**src/npyhp_pkg.sv**
```systemverilog
// ----------------------------------------------------------------------------
// npyhp_pkg
// Shared types, status codes and keyword tables for the NPY header parser.
// ----------------------------------------------------------------------------
package npyhp_pkg;

  typedef struct packed {
    logic [7:0] data_byte;
    logic       last_byte;
  } in_t;

  typedef struct packed {
    logic [4:0]  status;
    logic [1:0]  dtype;
    logic [3:0]  dim_count;
    logic [2:0]  dim_index;
    logic [31:0] dim_value;
    logic [47:0] element_count;
    logic [32:0] payload_offset;
    logic        last_result;
  } out_t;

  // controller -> datapath
  typedef struct packed {
    logic accept;
    logic eval;
    logic zero_prod;
    logic mul_start;
    logic mul_step;
    logic mul_commit;
    logic count_err;
    logic pay_check;
    logic emit_next;
    logic clear;
  } cmd_t;

  // datapath -> controller
  typedef struct packed {
    logic early_bad;
    logic dim_end;
    logic dim_zero;
    logic mul_done;
    logic mul_ovf;
    logic emit_last;
  } sts_t;

  localparam logic [4:0] STAT_OK        = 5'd0;
  localparam logic [4:0] STAT_SMALL     = 5'd1;
  localparam logic [4:0] STAT_MAGIC     = 5'd2;
  localparam logic [4:0] STAT_MINOR     = 5'd3;
  localparam logic [4:0] STAT_MAJOR     = 5'd4;
  localparam logic [4:0] STAT_TRUNC     = 5'd5;
  localparam logic [4:0] STAT_NEWLINE   = 5'd6;
  localparam logic [4:0] STAT_NONASCII  = 5'd7;
  localparam logic [4:0] STAT_SYNTAX    = 5'd8;
  localparam logic [4:0] STAT_KEY       = 5'd9;
  localparam logic [4:0] STAT_MISSING   = 5'd10;
  localparam logic [4:0] STAT_FORTRAN   = 5'd11;
  localparam logic [4:0] STAT_DESCR     = 5'd12;
  localparam logic [4:0] STAT_DIMOVF    = 5'd13;
  localparam logic [4:0] STAT_COUNT     = 5'd14;
  localparam logic [4:0] STAT_PAYLOAD   = 5'd15;
  localparam logic [4:0] STAT_DIMS      = 5'd16;

  localparam int MAX_RESULTS = 8;

  // keyword indexes
  localparam logic [3:0] WD_DESCR   = 4'd0;
  localparam logic [3:0] WD_FORTRAN = 4'd1;
  localparam logic [3:0] WD_SHAPE   = 4'd2;
  localparam logic [3:0] WD_F8      = 4'd3;
  localparam logic [3:0] WD_I8      = 4'd4;
  localparam logic [3:0] WD_I4      = 4'd5;
  localparam logic [3:0] WD_B1      = 4'd6;
  localparam logic [3:0] WD_TRUE    = 4'd7;
  localparam logic [3:0] WD_FALSE   = 4'd8;

  function automatic logic [3:0] word_len(input logic [3:0] w);
    logic [3:0] n;
    unique case (w)
      WD_DESCR:   n = 4'd5;
      WD_FORTRAN: n = 4'd13;
      WD_SHAPE:   n = 4'd5;
      WD_F8, WD_I8, WD_I4, WD_B1: n = 4'd3;
      WD_TRUE:    n = 4'd4;
      WD_FALSE:   n = 4'd5;
      default:    n = 4'd0;
    endcase
    return n;
  endfunction

  function automatic logic [7:0] word_char(input logic [3:0] w, input logic [3:0] p);
    logic [0:12][7:0] s;
    s = '0;
    unique case (w)
      WD_DESCR:   s = {"descr", 64'd0};
      WD_FORTRAN: s = "fortran_order";
      WD_SHAPE:   s = {"shape", 64'd0};
      WD_F8:      s = {"<f8", 80'd0};
      WD_I8:      s = {"<i8", 80'd0};
      WD_I4:      s = {"<i4", 80'd0};
      WD_B1:      s = {"|b1", 80'd0};
      WD_TRUE:    s = {"True", 72'd0};
      WD_FALSE:   s = {"False", 64'd0};
      default:    s = '0;
    endcase
    return (p < 4'd13) ? s[p] : 8'd0;
  endfunction

  function automatic logic [7:0] magic_byte(input logic [2:0] i);
    logic [7:0] b;
    unique case (i)
      3'd0:    b = 8'h93;
      3'd1:    b = 8'h4E;
      3'd2:    b = 8'h55;
      3'd3:    b = 8'h4D;
      3'd4:    b = 8'h50;
      3'd5:    b = 8'h59;
      default: b = 8'h00;
    endcase
    return b;
  endfunction

endpackage

```
**src/npyhp_ctrl.sv**
```systemverilog
// ----------------------------------------------------------------------------
// npyhp_ctrl
// Sequencer: byte intake, end-of-file count and payload checks, result beats.
// ----------------------------------------------------------------------------
module npyhp_ctrl (
  input  logic            clk,
  input  logic            rst,
  input  logic            byte_valid,
  input  logic            byte_last,
  output logic            byte_stall,
  output logic            result_valid,
  input  logic            result_stall,
  input  npyhp_pkg::sts_t sts,
  output npyhp_pkg::cmd_t cmd
);

  localparam logic [2:0] ST_RUN  = 3'd0;
  localparam logic [2:0] ST_EVAL = 3'd1;
  localparam logic [2:0] ST_DIM  = 3'd2;
  localparam logic [2:0] ST_MUL  = 3'd3;
  localparam logic [2:0] ST_PAY  = 3'd4;
  localparam logic [2:0] ST_EMIT = 3'd5;

  logic [2:0] state, state_next;

  assign byte_stall   = (state != ST_RUN);
  assign result_valid = (state == ST_EMIT);

  always_comb begin
    state_next = state;
    cmd        = '0;
    unique case (state)
      ST_RUN: begin
        if (byte_valid) begin
          cmd.accept = 1'b1;
          if (byte_last) state_next = ST_EVAL;
        end
      end
      ST_EVAL: begin
        cmd.eval   = 1'b1;
        state_next = sts.early_bad ? ST_EMIT : ST_DIM;
      end
      ST_DIM: begin
        if (sts.dim_end) state_next = ST_PAY;
        else if (sts.dim_zero) begin
          cmd.zero_prod = 1'b1;
          state_next    = ST_PAY;
        end else begin
          cmd.mul_start = 1'b1;
          state_next    = ST_MUL;
        end
      end
      ST_MUL: begin
        if (!sts.mul_done) cmd.mul_step = 1'b1;
        else if (sts.mul_ovf) begin
          cmd.count_err = 1'b1;
          state_next    = ST_EMIT;
        end else begin
          cmd.mul_commit = 1'b1;
          state_next     = ST_DIM;
        end
      end
      ST_PAY: begin
        cmd.pay_check = 1'b1;
        state_next    = ST_EMIT;
      end
      ST_EMIT: begin
        if (!result_stall) begin
          if (sts.emit_last) begin
            cmd.clear  = 1'b1;
            state_next = ST_RUN;
          end else begin
            cmd.emit_next = 1'b1;
          end
        end
      end
      default: state_next = ST_RUN;
    endcase
  end

  always_ff @(posedge clk) begin
    if (rst) state <= ST_RUN;
    else     state <= state_next;
  end

endmodule

```
**config.mk**
```make
export PLATFORM = sky130hd
export DESIGN_NAME = npyhp_ctrl
export DESIGN_NICKNAME = d
export VERILOG_FILES = /design/src/npyhp_pkg.sv /design/src/npyhp_ctrl.sv
export SDC_FILE = /design/constraint.sdc
export NUM_CORES = 1
export LEC_CHECK = 0
export ABC_AREA = 1
export BUFFER_PORTS_ARGS = -buffer_cell sky130_fd_sc_hd__buf_2
export CORE_AREA = 8 8 45 47
export DETAILED_ROUTE_END_ITERATION = 10
export DIE_AREA = 0 0 53 55
export GPL_TIMING_DRIVEN = 0
export MAX_ROUTING_LAYER = met4
export PLACE_DENSITY = 0.53
export SYNTH_ARGS = -nofsm -noshare
export SYNTH_HDL_FRONTEND = slang
export SYNTH_SLANG_ARGS = --single-unit
```
**constraint.sdc**
```tcl
create_clock -name clk -period 1.7 [get_ports clk]
set_input_delay 0.085 -clock clk [delete_from_list [all_inputs] [get_ports clk]]
set_output_delay 0.085 -clock clk [all_outputs]
set_load 0.01 [all_outputs]
```
==> results of run 1 <==
[cell type report]
type | instances | area [µm²] | share of cell area, %
plain buffers | 2 | 12.5 | 2.46
clock buffers | 4 | 26.3 | 5.17
repair buffers | 22 | 110 | 21.7
flip-flops and latches | 3 | 60.1 | 11.8
inverters | 14 | 52.6 | 10.3
well taps | 16 | 20.0 | 3.94
multi-input cells | 49 | 226 | 44.6
[per-stage QoR]
stage	cells	instance area, µm²	setup WS, ns	hold slack [ns]
floorplan	68	352	0.614	0.154
global placement	106	482	0.504	0.282
detailed placement	106	482	0.486	0.283
CTS	110	508	0.347	0.0357
global route	110	508	0.205	0.0375
finish	110	508	0.371	0.0408
[kinds of logic after synthesis]
| family | after synthesis |
|---|---|
| AO/OA/AOI/OAI | 3 |
| buffers and inverters | 16 |
| flip-flops | 3 |
| AND/OR/NAND/NOR | 46 |
[layer usage]
metal  up-vias  GRT usage, %  routed length (µm)
met2        18          13.9                 513
met4         0          2.59                   0
met1       200          8.50                 466
met3         0          3.21                 127
met5         -             -                   0
li1        261             -                   -
[placed cells by master, fill, tap and decap left out]
master,Yosys,final
nand3_1,6,6
nand4_1,2,2
nand3_2,1,1
nor3b_1,1,1
buf_4,1,1
nand2_1,17,17
nor3_1,2,2
buf_2,1,23
a21oi_1,3,3
dfxtp_1,3,3
nor2_2,2,2
inv_2,4,4
clkbuf_4,0,3
nor2_1,13,13
nor3_2,1,1
nand2_2,1,1
inv_1,10,10
clkbuf_1,0,1
[where the power goes]
part           total [W]  internal, W  switching [W]
combinational   0.000318     0.000118       0.000200
clock           0.000127    0.0000881      0.0000386
sequential     0.0000965    0.0000879     0.00000865
[final timing paths]
path                  from        to
setup / recovery  state[2]    cmd[9]
hold / removal         rst  state[2]
setup reg to reg  state[2]  state[2]
hold reg to reg   state[0]  state[0]
[worst reg2reg max path, cell delays in order (launching register included)]
cell	delay, ns
dfxtp_1	0.30
buf_2	0.21
inv_2	0.08
nand3_1	0.12
nor2_1	0.05
nor2_1	0.16
nand2_1	0.08
nand2_1	0.06
a21oi_1	0.06
==> out/metrics.yaml, run 1 <==
cts_sinks: 3
cp-end-kind: "output pin"
synth-simple-area-share_pct: 60.1
slowest_stage: "dfxtp_1"
crit_path_start_kind: "flip-flop"
drive_gt1_share_pct: 38.3
setup-tns-final_ns: 0
area_delta_synth_final_pct: 44.5
p_per_area_nw_per_um2: 1070
status: "complete, no violations"
port_buffers: 22
clk_root_buffer_cell: "clkbuf_4"
syn_area_um2: 352
grt_pass1_vias: 449
cts_tree: "built"
crit_path_max_incr_delay_ns: 0.29
worstSetupPathType: "flip-flop to output pin"
drt_iter0_drc: 3
synth.most_common_cell: "nand2_1"
grtUsageTotal_pct: 8.16
synth-main-ff-cell: "dfxtp_1"
grt-ovfl-total: 0
die-area_um2: 2920
gp_congestion: 0.805
setup_viol: 0
core_area_um2: 1380
final_antenna_net_count: 0
r2r_setup_slack_ns: 0.48
cp_top_family: "buffers and inverters"
hold_buffers: 0
reg2reg_depth: 8
synth.top_cells.by_area: "nand2_1 18%, dfxtp_1 17%, nor2_1 14%"
cts_setup_buffers: 0
critical_path_depth: 5
skew_ns: 0.00395
hold_violations: 0
crit_fanout: 9
grt_pass1_wl_mm: 1.76
dieWidth_um: 53
post-route-min-period_ns: 1.33
total_power_w: 0.000541
worstPathCellList: "buf_2 > nor3_1 > inv_1 > nor2_1 > buf_2"
hold_depth: 2
yosysWarnings: 0
worstMarginPinSlew_ns: 0.244
cts_buffer_depth: 2
wl_per_cell_um: 10.1
dp_hpwl_um: 936
antenna_found_initial: 0
synth_top_family_by_area: "simple AND/OR/NAND/NOR gates"
synth_top_area_share_pct: 18.1
synth-edff-count: 0
grt_max_degree: 10
synth_seq_area_share_pct: 17.1
worstPathRequired_ns: 1.62
vdd_drop_max_v: 0.000276
synth_nets: 79
maxCapViolCount: 0
async_reset_ff_share_pct: 0
dr.pass1.iters: 3
synth_compound_area_share_pct: 4.27
synth-xor-area-share_pct: 0
rsz0062_at_grt: "false"
initial_utilization_pct: 25.4
fillers: 174
synth_cell_type_count: 16
slew_viol_final: 0
clkLatencyLatePin_ns: 0.23
io-pin-count: 23
via_count: 479
synth_top_cells_by_count: "17 x nand2_1, 13 x nor2_1, 10 x inv_1"
largestRegisters: "state: 3 flops"
layout.nets: 106
syn_inst: 68
slew_headroom_pct: 83.6
arrival_ns: 1.24
p_leak_nw: 0.323
fin_util_pct: 36.7
h-tree-depth: 1
drcViolationCount: 0
rows: 14
path_common_cell: "buf_2"
largest_reg_flops: 3
yosysTopAreaCell: "nand2_1"
cp_num_buf_inv: 3
fin_crit_sh_pct: 78.2
hold_class: "primary input to flip-flop"
yosys.area_share.adder_pct: 0
vias_per_cell: 4.35
synth-seq-cells: 3
finalWirelength_mm: 1.11
cts_buffers: 3
max_freq_ghz: 0.753
cts.repair.resized: 0
clk_pin_slew_worst_paths_ns: 0.04
die_h_um: 55
regMostFlops: "state"
syn_avg_cell_area_um2: 5.17
synthMuxAreaShare_pct: 0
antenna_cells: 0
Note: power is estimated with default switching activity, not from simulation.
==> inputs of run 2 (changes only) <==
--- a/config.mk
+++ b/config.mk
@@ -5,14 +5,14 @@
 export SDC_FILE = /design/constraint.sdc
 export NUM_CORES = 1
 export LEC_CHECK = 0
-export ABC_AREA = 1
+export ABC_AREA = 0
 export BUFFER_PORTS_ARGS = -buffer_cell sky130_fd_sc_hd__buf_2
 export CORE_AREA = 8 8 45 47
 export DETAILED_ROUTE_END_ITERATION = 10
 export DIE_AREA = 0 0 53 55
 export GPL_TIMING_DRIVEN = 0
 export MAX_ROUTING_LAYER = met4
-export PLACE_DENSITY = 0.53
+export PLACE_DENSITY = 0.61
 export SYNTH_ARGS = -nofsm -noshare
 export SYNTH_HDL_FRONTEND = slang
 export SYNTH_SLANG_ARGS = --single-unit
==> constraint.sdc (replaced) <==
create_clock -name clk -period 1.2 [get_ports clk]
set_input_delay 0.06 -clock clk [delete_from_list [all_inputs] [get_ports clk]]
set_output_delay 0.06 -clock clk [all_outputs]
set_load 0.01 [all_outputs]
==> run 2 against run 1 <==
  * The flow now finishes with violations (negative setup slack)
  * Clock-buffer cell count unchanged
  * Core utilization up 20 points
  * Non-clock buffer count up 13
  * Sequential share of layout area down 3.4 points
  * Setup slack worse by 0.55 ns
  * Combinational power rose to 3.2 times the previous value
  * Final area up 55%
  * Synthesized area up 20%
  * Clock power up 39%
  * First-iteration DRC count up 67%
==> out/metrics.yaml, run 2 <==
cts_sinks: 3
vias_per_cell: 5.13
regMostFlops: "state"
cts_buffers: 3
cp-end-kind: "output pin"
io-pin-count: 23
grtUsageTotal_pct: 10.7
rows: 14
wl_per_cell_um: 14.5
synth.most_common_cell: "nor2_1"
slew_headroom_pct: 82.1
async_reset_ff_share_pct: 0
design_area_um2: 788
synth-edff-count: 0
slew_viol_final: 0
synth_nets: 62
worstSetupPathType: "flip-flop to output pin"
cp_num_buf_inv: 2
maxCapViolCount: 0
post-place-ws_ns: -0.0380
cts_buffer_depth: 2
cp_top_family: "simple AND/OR/NAND/NOR gates"
hold_class: "primary input to flip-flop"
grt_pass1_vias: 552
synth_top_area_share_pct: 14.2
finalWirelength_mm: 1.51
holdWs_ns: 0.100
layout_common_cells: "20 x buf_2, 9 x buf_4, 7 x buf_6"
crit_path_max_incr_delay_ns: 0.40
drt_iter0_drc: 5
worstPathRequired_ns: 1.14
port_buffers: 22
die-area_um2: 2920
synth-seq-cells: 3
yosysTopAreaCell: "dfxtp_1"
hold_violations: 0
clk_root_buffer_cell: "clkbuf_4"
dr.pass1.iters: 3
synth_cell_type_count: 31
initial_utilization_pct: 30.6
grt-ovfl-total: 0
skew_ns: 0.00198
layout.nets: 100
area_delta_synth_final_pct: 86.4
max_freq_ghz: 0.725
vdd_drop_max_v: 0.00127
drive_gt1_share_pct: 69.3
antenna_found_initial: 0
synth_seq_area_share_pct: 14.2
clk_pin_slew_worst_paths_ns: 0.03
dieWidth_um: 53
gp_congestion: 0.773
grt_pass1_wl_mm: 2.37
status: "finished, violations left"
p_per_area_nw_per_um2: 1750
dp_hpwl_um: 949
core_area_um2: 1380
largestRegisters: "state: 3 flops"
crit_fanout: 5
fin_crit_sh_pct: 115
synth_top_cells_by_count: "7 x nor2_1, 3 x buf_6, 3 x dfxtp_1, 3 x nand2b_1"
slowest_stage: "or3_4"
largest_reg_flops: 3
worstMarginPinSlew_ns: 0.266
drcViolationCount: 0
synth.top_cells.by_area: "dfxtp_1 14%, buf_6 8.0%, nor2_1 6.2%"
antenna_cells: 0
setup_slack_ns: -0.179
final_antenna_net_count: 0
syn_avg_cell_area_um2: 8.29
setup_viol: 12
h-tree-depth: 1
violations: "negative setup slack"
clkLatencyLatePin_ns: 0.23
die_h_um: 55
dpl_cell_area_um2: 553
grt_max_degree: 8
cts_tree: "built"
syn_inst: 51
final_common_cell: "buf_2"
syn_area_um2: 423
p_leak_nw: 0.350
total_power_w: 0.00138
synth-main-ff-cell: "dfxtp_1"
post-route-min-period_ns: 1.38
rsz0062_at_grt: "true"
yosysWarnings: 0
via_count: 533
worstPathCellList: "clkbuf_16 > or3_4 > nor2_4 > buf_6"
arrival_ns: 1.32
crit_path_start_kind: "flip-flop"
==> run 2: cell count changes after synthesis, moves of 3 or more <==
cell      delta
buf_6        +3
nor2_1       -6
inv_1        -8
nand3_1      -5
nand2_1     -15
nand2b_1     +3
inv_2        -4
==> run 2: layout make-up <==
type,instances,area [µm²]
Buffer,3,47.5
Clock buffer,4,26.3
Fill cell,128,596
Inverter,2,7.51
Multi-Input combinational cell,42,397
Sequential cell,3,66.3
Tap cell,16,20.0
Timing Repair Buffer,34,224
==> run 2: final timing paths <==
kind	to	cells past startpoint	from	slack, ns
worst max register to register	state[0]	6	state[2]	-0.08
worst min-delay path	state[1]	2	rst	0.10
worst max-delay path	cmd[9]	4	state[0]	-0.18
worst min register to register	state[0]	4	state[1]	0.76
==> run 2: cell families after synthesis <==
family | synth area share (%)
AO/OA/AOI/OAI | 25.7
AND/OR/NAND/NOR | 42.3
multiplexers | 4.73
buffers and inverters | 13.0
flip-flops | 14.2
==> run 2: stage by stage <==
stage	utilization [%]	std cells	setup TNS [ns]
finish	57.0	104	-1.09
detailed placement	40.0	89	-0.0642
global placement	40.0	89	-0.0808
global route	57.0	104	-1.95
floorplan	-	51	0
CTS	52.9	104	-1.42
==> run 2: power breakdown <==
group          internal [W]  switching (W)  leakage [nW]  total [W]
combinational      0.000552       0.000482         0.309    0.00103
sequential         0.000139      0.0000326        0.0261   0.000172
clock              0.000125      0.0000523        0.0150   0.000177
==> run 2: per-layer routing <==
layer	share of wire, %	global-route usage [%]	routed length, µm
met5	0	-	0
met2	53	21.3	797
met3	6.4	4.01	97
met1	41	10.2	618
met4	0	0	0
==> run 2: what timing repair did <==
item | in CTS | in global routing
buffers inserted | 11 | 1
gates resized for setup | 16 | 10
hold buffers | 0 | 0
pin swaps | 5 | 6
endpoints found under the setup margin | 14 | 14
==> run 2: worst register-to-register path: cells and delay by family (launching register included) <==
kind | cells | cell delay, ns
compound gates | 2 | 0.26
buf+inv | 2 | 0.25
flops | 1 | 0.32
mux | 1 | 0.21
simple gates | 1 | 0.16
